[src/rtl/pcxe_pkg.sv]
// Package for the PCX run-length encoder: command type and constants.
// No dependencies.
`timescale 1ns / 1ps

package pcxe_pkg;

  localparam logic [5:0]  MAX_RUN       = 6'd63;
  localparam logic [7:0]  CNT_BASE      = 8'hC0;
  localparam logic [15:0] WIDTH_RESET   = 16'd320;
  localparam logic [15:0] HEIGHT_RESET  = 16'd200;

  localparam logic REG_IMAGE_WIDTH  = 1'b0;
  localparam logic REG_IMAGE_HEIGHT = 1'b1;

  // Mask bit positions, in emit order.
  localparam int M_CNT1 = 0;
  localparam int M_VAL1 = 1;
  localparam int M_CNT2 = 2;
  localparam int M_VAL2 = 3;
  localparam int M_PAD  = 4;
  localparam int M_EOI  = 5;

  typedef struct packed {
    logic [5:0] mask;
    logic [7:0] val1;
    logic [5:0] len1;
    logic [7:0] val2;
    logic [5:0] len2;
  } pcxe_cmd_t;

endpackage

[src/rtl/pcxe_front.sv]
// Front end: config registers, run tracking, row/image position.
// Turns each accepted pixel into at most one byte-emit command. Depends on pcxe_pkg.
`timescale 1ns / 1ps

module pcxe_front (
  input  logic              clk,
  input  logic              rst_n,
  input  logic              cfg_we,
  input  logic              cfg_index,
  input  logic [15:0]       cfg_data,
  input  logic              in_valid,
  input  logic [7:0]        in_pixel,
  input  logic              q_full,
  output logic              in_stall,
  output logic              push,
  output pcxe_pkg::pcxe_cmd_t cmd
);
  import pcxe_pkg::*;

  logic [15:0] width_r, height_r;
  logic [7:0]  run_val_r, run_val_nxt;
  logic [5:0]  run_len_r, run_len_nxt;
  logic [15:0] col_r, col_nxt;
  logic [15:0] row_r, row_nxt;

  logic [15:0] w_eff, h_eff, col_inc, row_inc;
  logic        accept, cont, row_end, img_end, c1_en;
  logic [7:0]  new_val;
  logic [5:0]  new_len;

  always_ff @(posedge clk) begin
    if (!rst_n) begin
      width_r  <= WIDTH_RESET;
      height_r <= HEIGHT_RESET;
    end else if (cfg_we) begin
      unique case (cfg_index)
        REG_IMAGE_WIDTH:  width_r  <= cfg_data;
        REG_IMAGE_HEIGHT: height_r <= cfg_data;
        default: ;
      endcase
    end
  end

  assign in_stall = q_full;
  assign accept   = in_valid && !q_full;

  always_comb begin
    w_eff   = (width_r == 16'd0) ? 16'd1 : width_r;
    h_eff   = (height_r == 16'd0) ? 16'd1 : height_r;
    cont    = (run_len_r != 6'd0) && (in_pixel == run_val_r) && (run_len_r < MAX_RUN);
    new_val = cont ? run_val_r : in_pixel;
    new_len = cont ? run_len_r + 6'd1 : 6'd1;
    col_inc = col_r + 16'd1;
    row_inc = row_r + 16'd1;
    row_end = col_inc >= w_eff;
    img_end = row_end && (row_inc >= h_eff);
    c1_en   = !cont && (run_len_r != 6'd0);

    cmd.val1 = run_val_r;
    cmd.len1 = run_len_r;
    cmd.val2 = new_val;
    cmd.len2 = new_len;
    cmd.mask[M_CNT1] = c1_en && ((run_len_r > 6'd1) || (run_val_r[7:6] != 2'b00));
    cmd.mask[M_VAL1] = c1_en;
    cmd.mask[M_CNT2] = row_end && ((new_len > 6'd1) || (new_val[7:6] != 2'b00));
    cmd.mask[M_VAL2] = row_end;
    cmd.mask[M_PAD]  = row_end && w_eff[0];
    cmd.mask[M_EOI]  = img_end;

    push = accept && (cmd.mask != 6'd0);

    run_val_nxt = run_val_r;
    run_len_nxt = run_len_r;
    col_nxt     = col_r;
    row_nxt     = row_r;
    if (accept) begin
      run_val_nxt = new_val;
      run_len_nxt = row_end ? 6'd0 : new_len;
      col_nxt     = row_end ? 16'd0 : col_inc;
      row_nxt     = row_end ? (img_end ? 16'd0 : row_inc) : row_r;
    end
  end

  always_ff @(posedge clk) begin
    if (!rst_n) begin
      run_val_r <= 8'd0;
      run_len_r <= 6'd0;
      col_r     <= 16'd0;
      row_r     <= 16'd0;
    end else begin
      run_val_r <= run_val_nxt;
      run_len_r <= run_len_nxt;
      col_r     <= col_nxt;
      row_r     <= row_nxt;
    end
  end

endmodule

[src/rtl/pcxe_queue.sv]
// Small command FIFO between the front end and the byte emitter.
// Depends on pcxe_pkg.
`timescale 1ns / 1ps

module pcxe_queue #(
  parameter int DEPTH = 4
) (
  input  logic                clk,
  input  logic                rst_n,
  input  logic                push,
  input  pcxe_pkg::pcxe_cmd_t wr_cmd,
  input  logic                pop,
  output pcxe_pkg::pcxe_cmd_t rd_cmd,
  output logic                full,
  output logic                empty
);
  import pcxe_pkg::*;

  localparam int PW = (DEPTH > 1) ? $clog2(DEPTH) : 1;
  localparam int CW = $clog2(DEPTH + 1);
  localparam logic [PW-1:0] PTR_LAST = PW'(DEPTH - 1);
  localparam logic [CW-1:0] CNT_FULL = CW'(DEPTH);

  pcxe_cmd_t     slot_r [DEPTH];
  logic [PW-1:0] wp_r, wp_nxt, rp_r, rp_nxt;
  logic [CW-1:0] cnt_r, cnt_nxt;
  logic          do_push, do_pop;

  assign full    = (cnt_r == CNT_FULL);
  assign empty   = (cnt_r == '0);
  assign do_push = push && !full;
  assign do_pop  = pop && !empty;
  assign rd_cmd  = slot_r[rp_r];

  always_comb begin
    wp_nxt  = wp_r;
    rp_nxt  = rp_r;
    cnt_nxt = cnt_r;
    if (do_push) wp_nxt = (wp_r == PTR_LAST) ? '0 : wp_r + PW'(1);
    if (do_pop)  rp_nxt = (rp_r == PTR_LAST) ? '0 : rp_r + PW'(1);
    if (do_push && !do_pop) cnt_nxt = cnt_r + CW'(1);
    else if (do_pop && !do_push) cnt_nxt = cnt_r - CW'(1);
  end

  always_ff @(posedge clk) begin
    if (do_push) slot_r[wp_r] <= wr_cmd;
  end

  always_ff @(posedge clk) begin
    if (!rst_n) begin
      wp_r  <= '0;
      rp_r  <= '0;
      cnt_r <= '0;
    end else begin
      wp_r  <= wp_nxt;
      rp_r  <= rp_nxt;
      cnt_r <= cnt_nxt;
    end
  end

endmodule

[src/rtl/pcxe_back.sv]
// Back end: expands one command into its bytes, one per cycle
// unless stalled, into a registered output stage. Depends on pcxe_pkg.
`timescale 1ns / 1ps

module pcxe_back (
  input  logic                clk,
  input  logic                rst_n,
  input  pcxe_pkg::pcxe_cmd_t head,
  input  logic                q_empty,
  output logic                pop,
  input  logic                out_stall,
  output logic                out_valid,
  output logic [7:0]          out_code_byte,
  output logic                out_last,
  output logic                out_end_of_image
);
  import pcxe_pkg::*;

  pcxe_cmd_t  cmd_r;
  logic [5:0] mask_r, mask_nxt, lowest, rem;
  logic       busy, emit, load;
  logic       ov_r, ov_nxt;
  logic [7:0] byte_r, byte_nxt;
  logic       last_r, eoi_r, eoi_nxt;

  always_comb begin
    busy   = (mask_r != 6'd0);
    emit   = busy && (!ov_r || !out_stall);
    lowest = mask_r & (~mask_r + 6'd1);
    rem    = mask_r & ~lowest;
    load   = !busy || (emit && (rem == 6'd0));
    pop    = load && !q_empty;

    if (pop)       mask_nxt = head.mask;
    else if (emit) mask_nxt = rem;
    else           mask_nxt = mask_r;

    eoi_nxt = 1'b0;
    if (mask_r[M_CNT1])      byte_nxt = CNT_BASE | {2'b00, cmd_r.len1};
    else if (mask_r[M_VAL1]) byte_nxt = cmd_r.val1;
    else if (mask_r[M_CNT2]) byte_nxt = CNT_BASE | {2'b00, cmd_r.len2};
    else if (mask_r[M_VAL2]) byte_nxt = cmd_r.val2;
    else if (mask_r[M_PAD])  byte_nxt = 8'd0;
    else begin
      byte_nxt = 8'd0;
      eoi_nxt  = 1'b1;
    end

    ov_nxt = emit ? 1'b1 : (out_stall ? ov_r : 1'b0);
  end

  always_ff @(posedge clk) begin
    if (!rst_n) begin
      mask_r <= 6'd0;
      ov_r   <= 1'b0;
    end else begin
      mask_r <= mask_nxt;
      ov_r   <= ov_nxt;
    end
  end

  always_ff @(posedge clk) begin
    if (pop) cmd_r <= head;
    if (emit) begin
      byte_r <= byte_nxt;
      last_r <= (rem == 6'd0);
      eoi_r  <= eoi_nxt;
    end
  end

  assign out_valid        = ov_r;
  assign out_code_byte    = byte_r;
  assign out_last         = last_r;
  assign out_end_of_image = eoi_r;

endmodule

[src/rtl/pcx_rle_encoder.sv]
// PCX run-length encoder top level, 8 bits per pixel.
// Instantiates pcxe_front, pcxe_queue and pcxe_back; depends on pcxe_pkg.
//
// Input channel: in_valid/in_stall with in_pixel, pixels in raster order.
// Output channel: out_valid/out_stall with out_code_byte, out_last (last
// byte caused by a pixel) and out_end_of_image (terminating zero byte).
// A transaction completes at a rising edge with valid high and stall low.
// Configuration: cfg_we writes cfg_data to image_width (index 0) or
// image_height (index 1); write only while the block is idle.
// A pixel's first byte goes through the command queue and the emitter's
// command register into the output register. The emitter sends one byte
// per cycle while the output is not stalled; a pixel causes 0 to 6 bytes.
// The front takes one pixel per cycle while the command queue (QUEUE_DEPTH
// entries) has room. Pixels that only extend a run cause no bytes.
// Reset (rst_n low, synchronous) clears runs, position and queue, sets the
// registers to 320 x 200, and drops out_valid.
// A stalled output holds its byte; the queue then fills and in_stall rises.
`timescale 1ns / 1ps

module pcx_rle_encoder #(
  parameter int QUEUE_DEPTH = 4
) (
  input  logic        clk,
  input  logic        rst_n,
  input  logic        cfg_we,
  input  logic        cfg_index,
  input  logic [15:0] cfg_data,
  input  logic        in_valid,
  output logic        in_stall,
  input  logic [7:0]  in_pixel,
  output logic        out_valid,
  input  logic        out_stall,
  output logic [7:0]  out_code_byte,
  output logic        out_last,
  output logic        out_end_of_image
);
  import pcxe_pkg::*;

  pcxe_cmd_t wr_cmd, rd_cmd;
  logic      push, pop, q_full, q_empty;

  pcxe_front u_front (
    .clk      (clk),
    .rst_n    (rst_n),
    .cfg_we   (cfg_we),
    .cfg_index(cfg_index),
    .cfg_data (cfg_data),
    .in_valid (in_valid),
    .in_pixel (in_pixel),
    .q_full   (q_full),
    .in_stall (in_stall),
    .push     (push),
    .cmd      (wr_cmd)
  );

  pcxe_queue #(.DEPTH(QUEUE_DEPTH)) u_queue (
    .clk   (clk),
    .rst_n (rst_n),
    .push  (push),
    .wr_cmd(wr_cmd),
    .pop   (pop),
    .rd_cmd(rd_cmd),
    .full  (q_full),
    .empty (q_empty)
  );

  pcxe_back u_back (
    .clk             (clk),
    .rst_n           (rst_n),
    .head            (rd_cmd),
    .q_empty         (q_empty),
    .pop             (pop),
    .out_stall       (out_stall),
    .out_valid       (out_valid),
    .out_code_byte   (out_code_byte),
    .out_last        (out_last),
    .out_end_of_image(out_end_of_image)
  );

endmodule

[config.mk]
export PLATFORM = sky130hd
export DESIGN_NAME = pcx_rle_encoder
export DESIGN_NICKNAME = d
export VERILOG_FILES = /design/src/rtl/pcxe_pkg.sv /design/src/rtl/pcxe_front.sv /design/src/rtl/pcxe_queue.sv /design/src/rtl/pcxe_back.sv /design/src/rtl/pcx_rle_encoder.sv
export SDC_FILE = /design/constraint.sdc
export NUM_CORES = 1
export LEC_CHECK = 0
export CAP_MARGIN = 20
export CORE_MARGIN = 2
export CORE_UTILIZATION = 63
export CTS_CLUSTER_DIAMETER = 200
export DETAILED_ROUTE_END_ITERATION = 8
export DONT_BUFFER_PORTS = 1
export PLACE_DENSITY = 0.83
export SLEW_MARGIN = 20
export SYNTH_ARGS = -nofsm -noshare
export SYNTH_HDL_FRONTEND = slang
export SYNTH_SLANG_ARGS = --single-unit
[constraint.sdc]
create_clock -name clk -period 4.9 [get_ports clk]
set_input_delay 0.49 -clock clk [delete_from_list [all_inputs] [get_ports clk]]
set_output_delay 0.49 -clock clk [all_outputs]
set_load 0.03 [all_outputs]
==> metrics <==
CTS max path bufs=3; area share of the largest cell type after synthesis=between 40% and 50%; share of power burned in registers=48.7%; Final Cell Area=approximately 13000 µm²; Critical-path top delay cell=or4b_4; CP Cell Sequence=nand3_4, or4b_4, or2_4, xnor2_1, ha_1, nand4_1, nor3_1, o31ai_2, and3_1, inv_2, o21a_1, ha_1, inv_1, fa_1, xor2_1, or3_1, a21oi_1; hold crit path type=in -> reg; Worst Setup Start Kind=flip-flop; clk slew on worst S/H paths=roughly 0.060 ns; combinational share of power=roughly 17%; synthesized instance count=954; Reg2Reg Setup Slack=about 0.35 ns; commonest non-fill, non-tap cell in the layout=edfxtp_1; Seq cells post-synth=about 270; average wire per standard cell=approximately 21 µm; Setup-failing EPs final=0; DR vias/cell=roughly 6.3; fmax=roughly 0.22 GHz; CTS tree=yes; Rows=between 40 and 50; share of layout cells above drive strength 1=~12%; Die Y=about 140 µm; # IOs=42; Post-DP HPWL=15300 µm; CP Buf/Inv Count=2; crit path DAT=5.01 ns; PortBufs=0; CTS Root Cell=clkbuf_16; met3 routed WL=about 1800 µm; commonest cells after routing, fill and taps aside=edfxtp_1 (174), nand2_1 (121), dfxtp_1 (93); first-pass GRT wire length=between 40000 and 50000 µm; ys flop type=edfxtp_1; TritonCTS buffer count=27; Cell Area, Placed=11900 µm²; Iter 0 DRT Violations=around 650; worst r2r src=u_front.col_r[2]$_SDFFE_PN0P_; setup_tns=0 ns; EDFF count, synth=~170; cells resized by post-CTS repair=0; Slew @ Worst Pin=~0.9 ns; relative slew slack=a little over two fifths; P_int=4.51 mW; Initial Utilization=approximately two thirds; register area share after synthesis=60.7%; Net Sw Power=between 1.5 and 2 mW; period utilization=~93%; post-synth net total=slightly above 1000; DR top layer=met4; largest area contributor in the netlist=edfxtp_1; cts hold-fix bufs=0; Reg-to-Reg End=u_queue.cnt_r[2]$_SDFFE_PN0P_; DRT antenna net count=0; Total Power=approximately 6.3 mW; maximum vdd drop=~0.30 mV; global route overflow=0; max-cap viol count=0; Leakage Power=around 4.4 nW; clk_lat worst skew=around 0.54 ns; crit-path max cell delay=approximately 0.6 ns; DRC=4; largest net degree at the start of global routing=44; Max Slew Vio Count=0; RSZ-0062 raised after global routing=no; DRT Pass-1 Iters=7; metal1 wirelength=about 10000 µm; Cell Area, Synth=between 10000 and 15000 µm²; Yosys cell types=between 60 and 70; Hold Startpoint=in_pixel[4]; synth warn=0; gr usage total=a little over a quarter; CP endpoint kind=flip-flop; Post-CTS Setup Bufs=0; DR WL met2=12400 µm; crit-path leading delay family=simple AND/OR/NAND/NOR gates; worst hold endpoint=u_queue.slot_r[0][10]$_DFFE_PP_; failing checks=design-rule violations; Final Util=approximately 70%; clk sink count=roughly 270; CORE AREA=around 18000 µm²; Avg Inst Size Synth=between 10 and 15 µm²; H-tree depth=1; GP Congestion=0.901; CP Max Fanout=14; vias in the first global route=around 7400; status=finished with violations; Top cell by count, worst path=ha_1; clock share of power=around a third; area grow syn2layout=9.66%; Layout Skew=around 0.018 ns; hold path depth=0; Synth area leaders=edfxtp_1 (45%), dfxtp_1 (16%), mux4_2 (6.5%); final hold violations=0; async set-reset flop share out of synthesis=0%; die area=slightly below 20000 µm²; minimum clock period=~4.6 ns; P per Cell Area=~490 nW/µm²; final WL=25100 µm; reg2reg path depth=17; CP Class=reg -> reg; initial antenna violation count=0; worst path required time=roughly 5.4 ns; via count=roughly 7500; Switching Share=between 20 and 30%; DIE WIDTH=140 µm; fin nets=1015
[logic make-up after synthesis]
group / Yosys count / synth area share, %
buffers and inverters: 102 / 3.35
AO/OA/AOI/OAI: 172 / 9.01
adder cells (fa/ha/maj): 45 / 4.85
XOR/XNOR: 41 / 3.07
AND/OR/NAND/NOR: 288 / 12.1
multiplexers: 38 / 6.89
flip-flops: 268 / 60.7
[power groups by stage]
stage / Combinational, mW / Sequential [mW] / Clock [mW]
after floorplan: 0.823 / 3.02 / 0
after global placement: 0.995 / 3.08 / 0
after detailed placement: 1.02 / 3.10 / 0
after CTS: 1.05 / 3.06 / 2.17
after global routing: 1.17 / 3.08 / 2.25
final: 1.06 / 3.05 / 2.15
[worst register-to-register path, delay by kind of cell, from the launching register on]
| family | cells | cell delay [ns] |
|---|---|---|
| AND/OR/NAND/NOR | 7 | 1.97 |
| flip-flops | 1 | 0.46 |
| XOR/XNOR | 2 | 0.31 |
| buffers and inverters | 2 | 0.25 |
| adder cells (fa/ha/maj) | 3 | 0.90 |
| AO/OA/AOI/OAI | 3 | 0.58 |
[sequential cells by signal (all words and copies together), names as in the netlist, named ones only]
name and flops:
u_back.out_end_of_image 1, u_back.out_code_byte 8, u_back.out_valid 1, u_queue.wp_r 2, u_queue.slot_r 136, u_queue.rp_r 2, u_front.col_r 16, u_back.out_last 1
u_front.run_len_r 6, u_front.row_r 16, u_back.cmd_r 28, u_back.mask_r 6, u_queue.cnt_r 3, u_front.run_val_r 8, u_front.width_r 16, u_front.height_r 16
[final cells by class]
cell class / instances / area [µm²]
Multi-Input combinational cell: 584 / 4210
Inverter: 47 / 176
Tap cell: 229 / 287
Antenna cell: 1 / 2.50
Sequential cell: 268 / 7110
Timing Repair Buffer: 13 / 105
Clock inverter: 13 / 168
Clock buffer: 37 / 774
Fill cell: 1165 / 5260
[per-stage QoR]
step	worst slack (ns)	hold slack, ns	std cells
after floorplan	0.519	0.436	954
after global placement	0.569	0.461	1140
after detailed placement	0.402	0.463	1140
after CTS	0.339	0.0199	1190
after global routing	0.0618	0.0181	1191
final	0.347	0.0392	1192
[synthesized netlist by cell type, types with 5 or more instances]
| cell | count |
|---|---|
| a21oi_1 | 76 |
| and2_1 | 10 |
| a31o_2 | 5 |
| clkbuf_1 | 43 |
| o21ai_0 | 34 |
| nand3_1 | 33 |
| nand4_1 | 13 |
| inv_1 | 44 |
| mux4_2 | 34 |
| buf_2 | 7 |
| nor3_1 | 10 |
| edfxtp_1 | 174 |
| ha_1 | 43 |
| a221oi_1 | 7 |
| nor2_1 | 33 |
| dfxtp_1 | 94 |
| nor4_1 | 13 |
| xnor2_1 | 26 |
| or4_1 | 6 |
| o22ai_1 | 8 |
| a211oi_1 | 6 |
| nand2_1 | 121 |
| xor2_1 | 15 |
| a32o_1 | 6 |
| o211ai_1 | 6 |
| nor3b_1 | 5 |
| buf_1 | 5 |
| a31oi_1 | 5 |
| and3_1 | 6 |
| nand2b_1 | 10 |
| or3_1 | 8 |
| nor2b_1 | 9 |
[how the worst max path moves through the flow]
stage                                  startpoint                             end  slack (ns)  cells past startpoint
finish              u_front.col_r[2]$_SDFFE_PN0P_   u_queue.cnt_r[2]$_SDFFE_PN0P_        0.35                     17
global route        u_front.col_r[3]$_SDFFE_PN0P_   u_queue.cnt_r[2]$_SDFFE_PN0P_        0.06                     17
CTS                 u_front.col_r[0]$_SDFFE_PN0P_   u_queue.cnt_r[2]$_SDFFE_PN0P_        0.34                     18
detailed placement  u_front.col_r[0]$_SDFFE_PN0P_   u_queue.cnt_r[2]$_SDFFE_PN0P_        0.40                     18
global placement    u_front.col_r[0]$_SDFFE_PN0P_   u_queue.cnt_r[2]$_SDFFE_PN0P_        0.57                     18
floorplan           u_front.col_r[2]$_SDFFE_PN0P_  u_queue.slot_r[3][0]$_DFFE_PP_        0.52                     15
[metal layers]
layer | track usage, % | up-vias
met5 | 0 | -
met4 | 6.80 | 0
met3 | 4.82 | 40
met2 | 43.4 | 310
met1 | 35.8 | 3688
li1 | - | 3494
(Power assumes the default switching activity.)
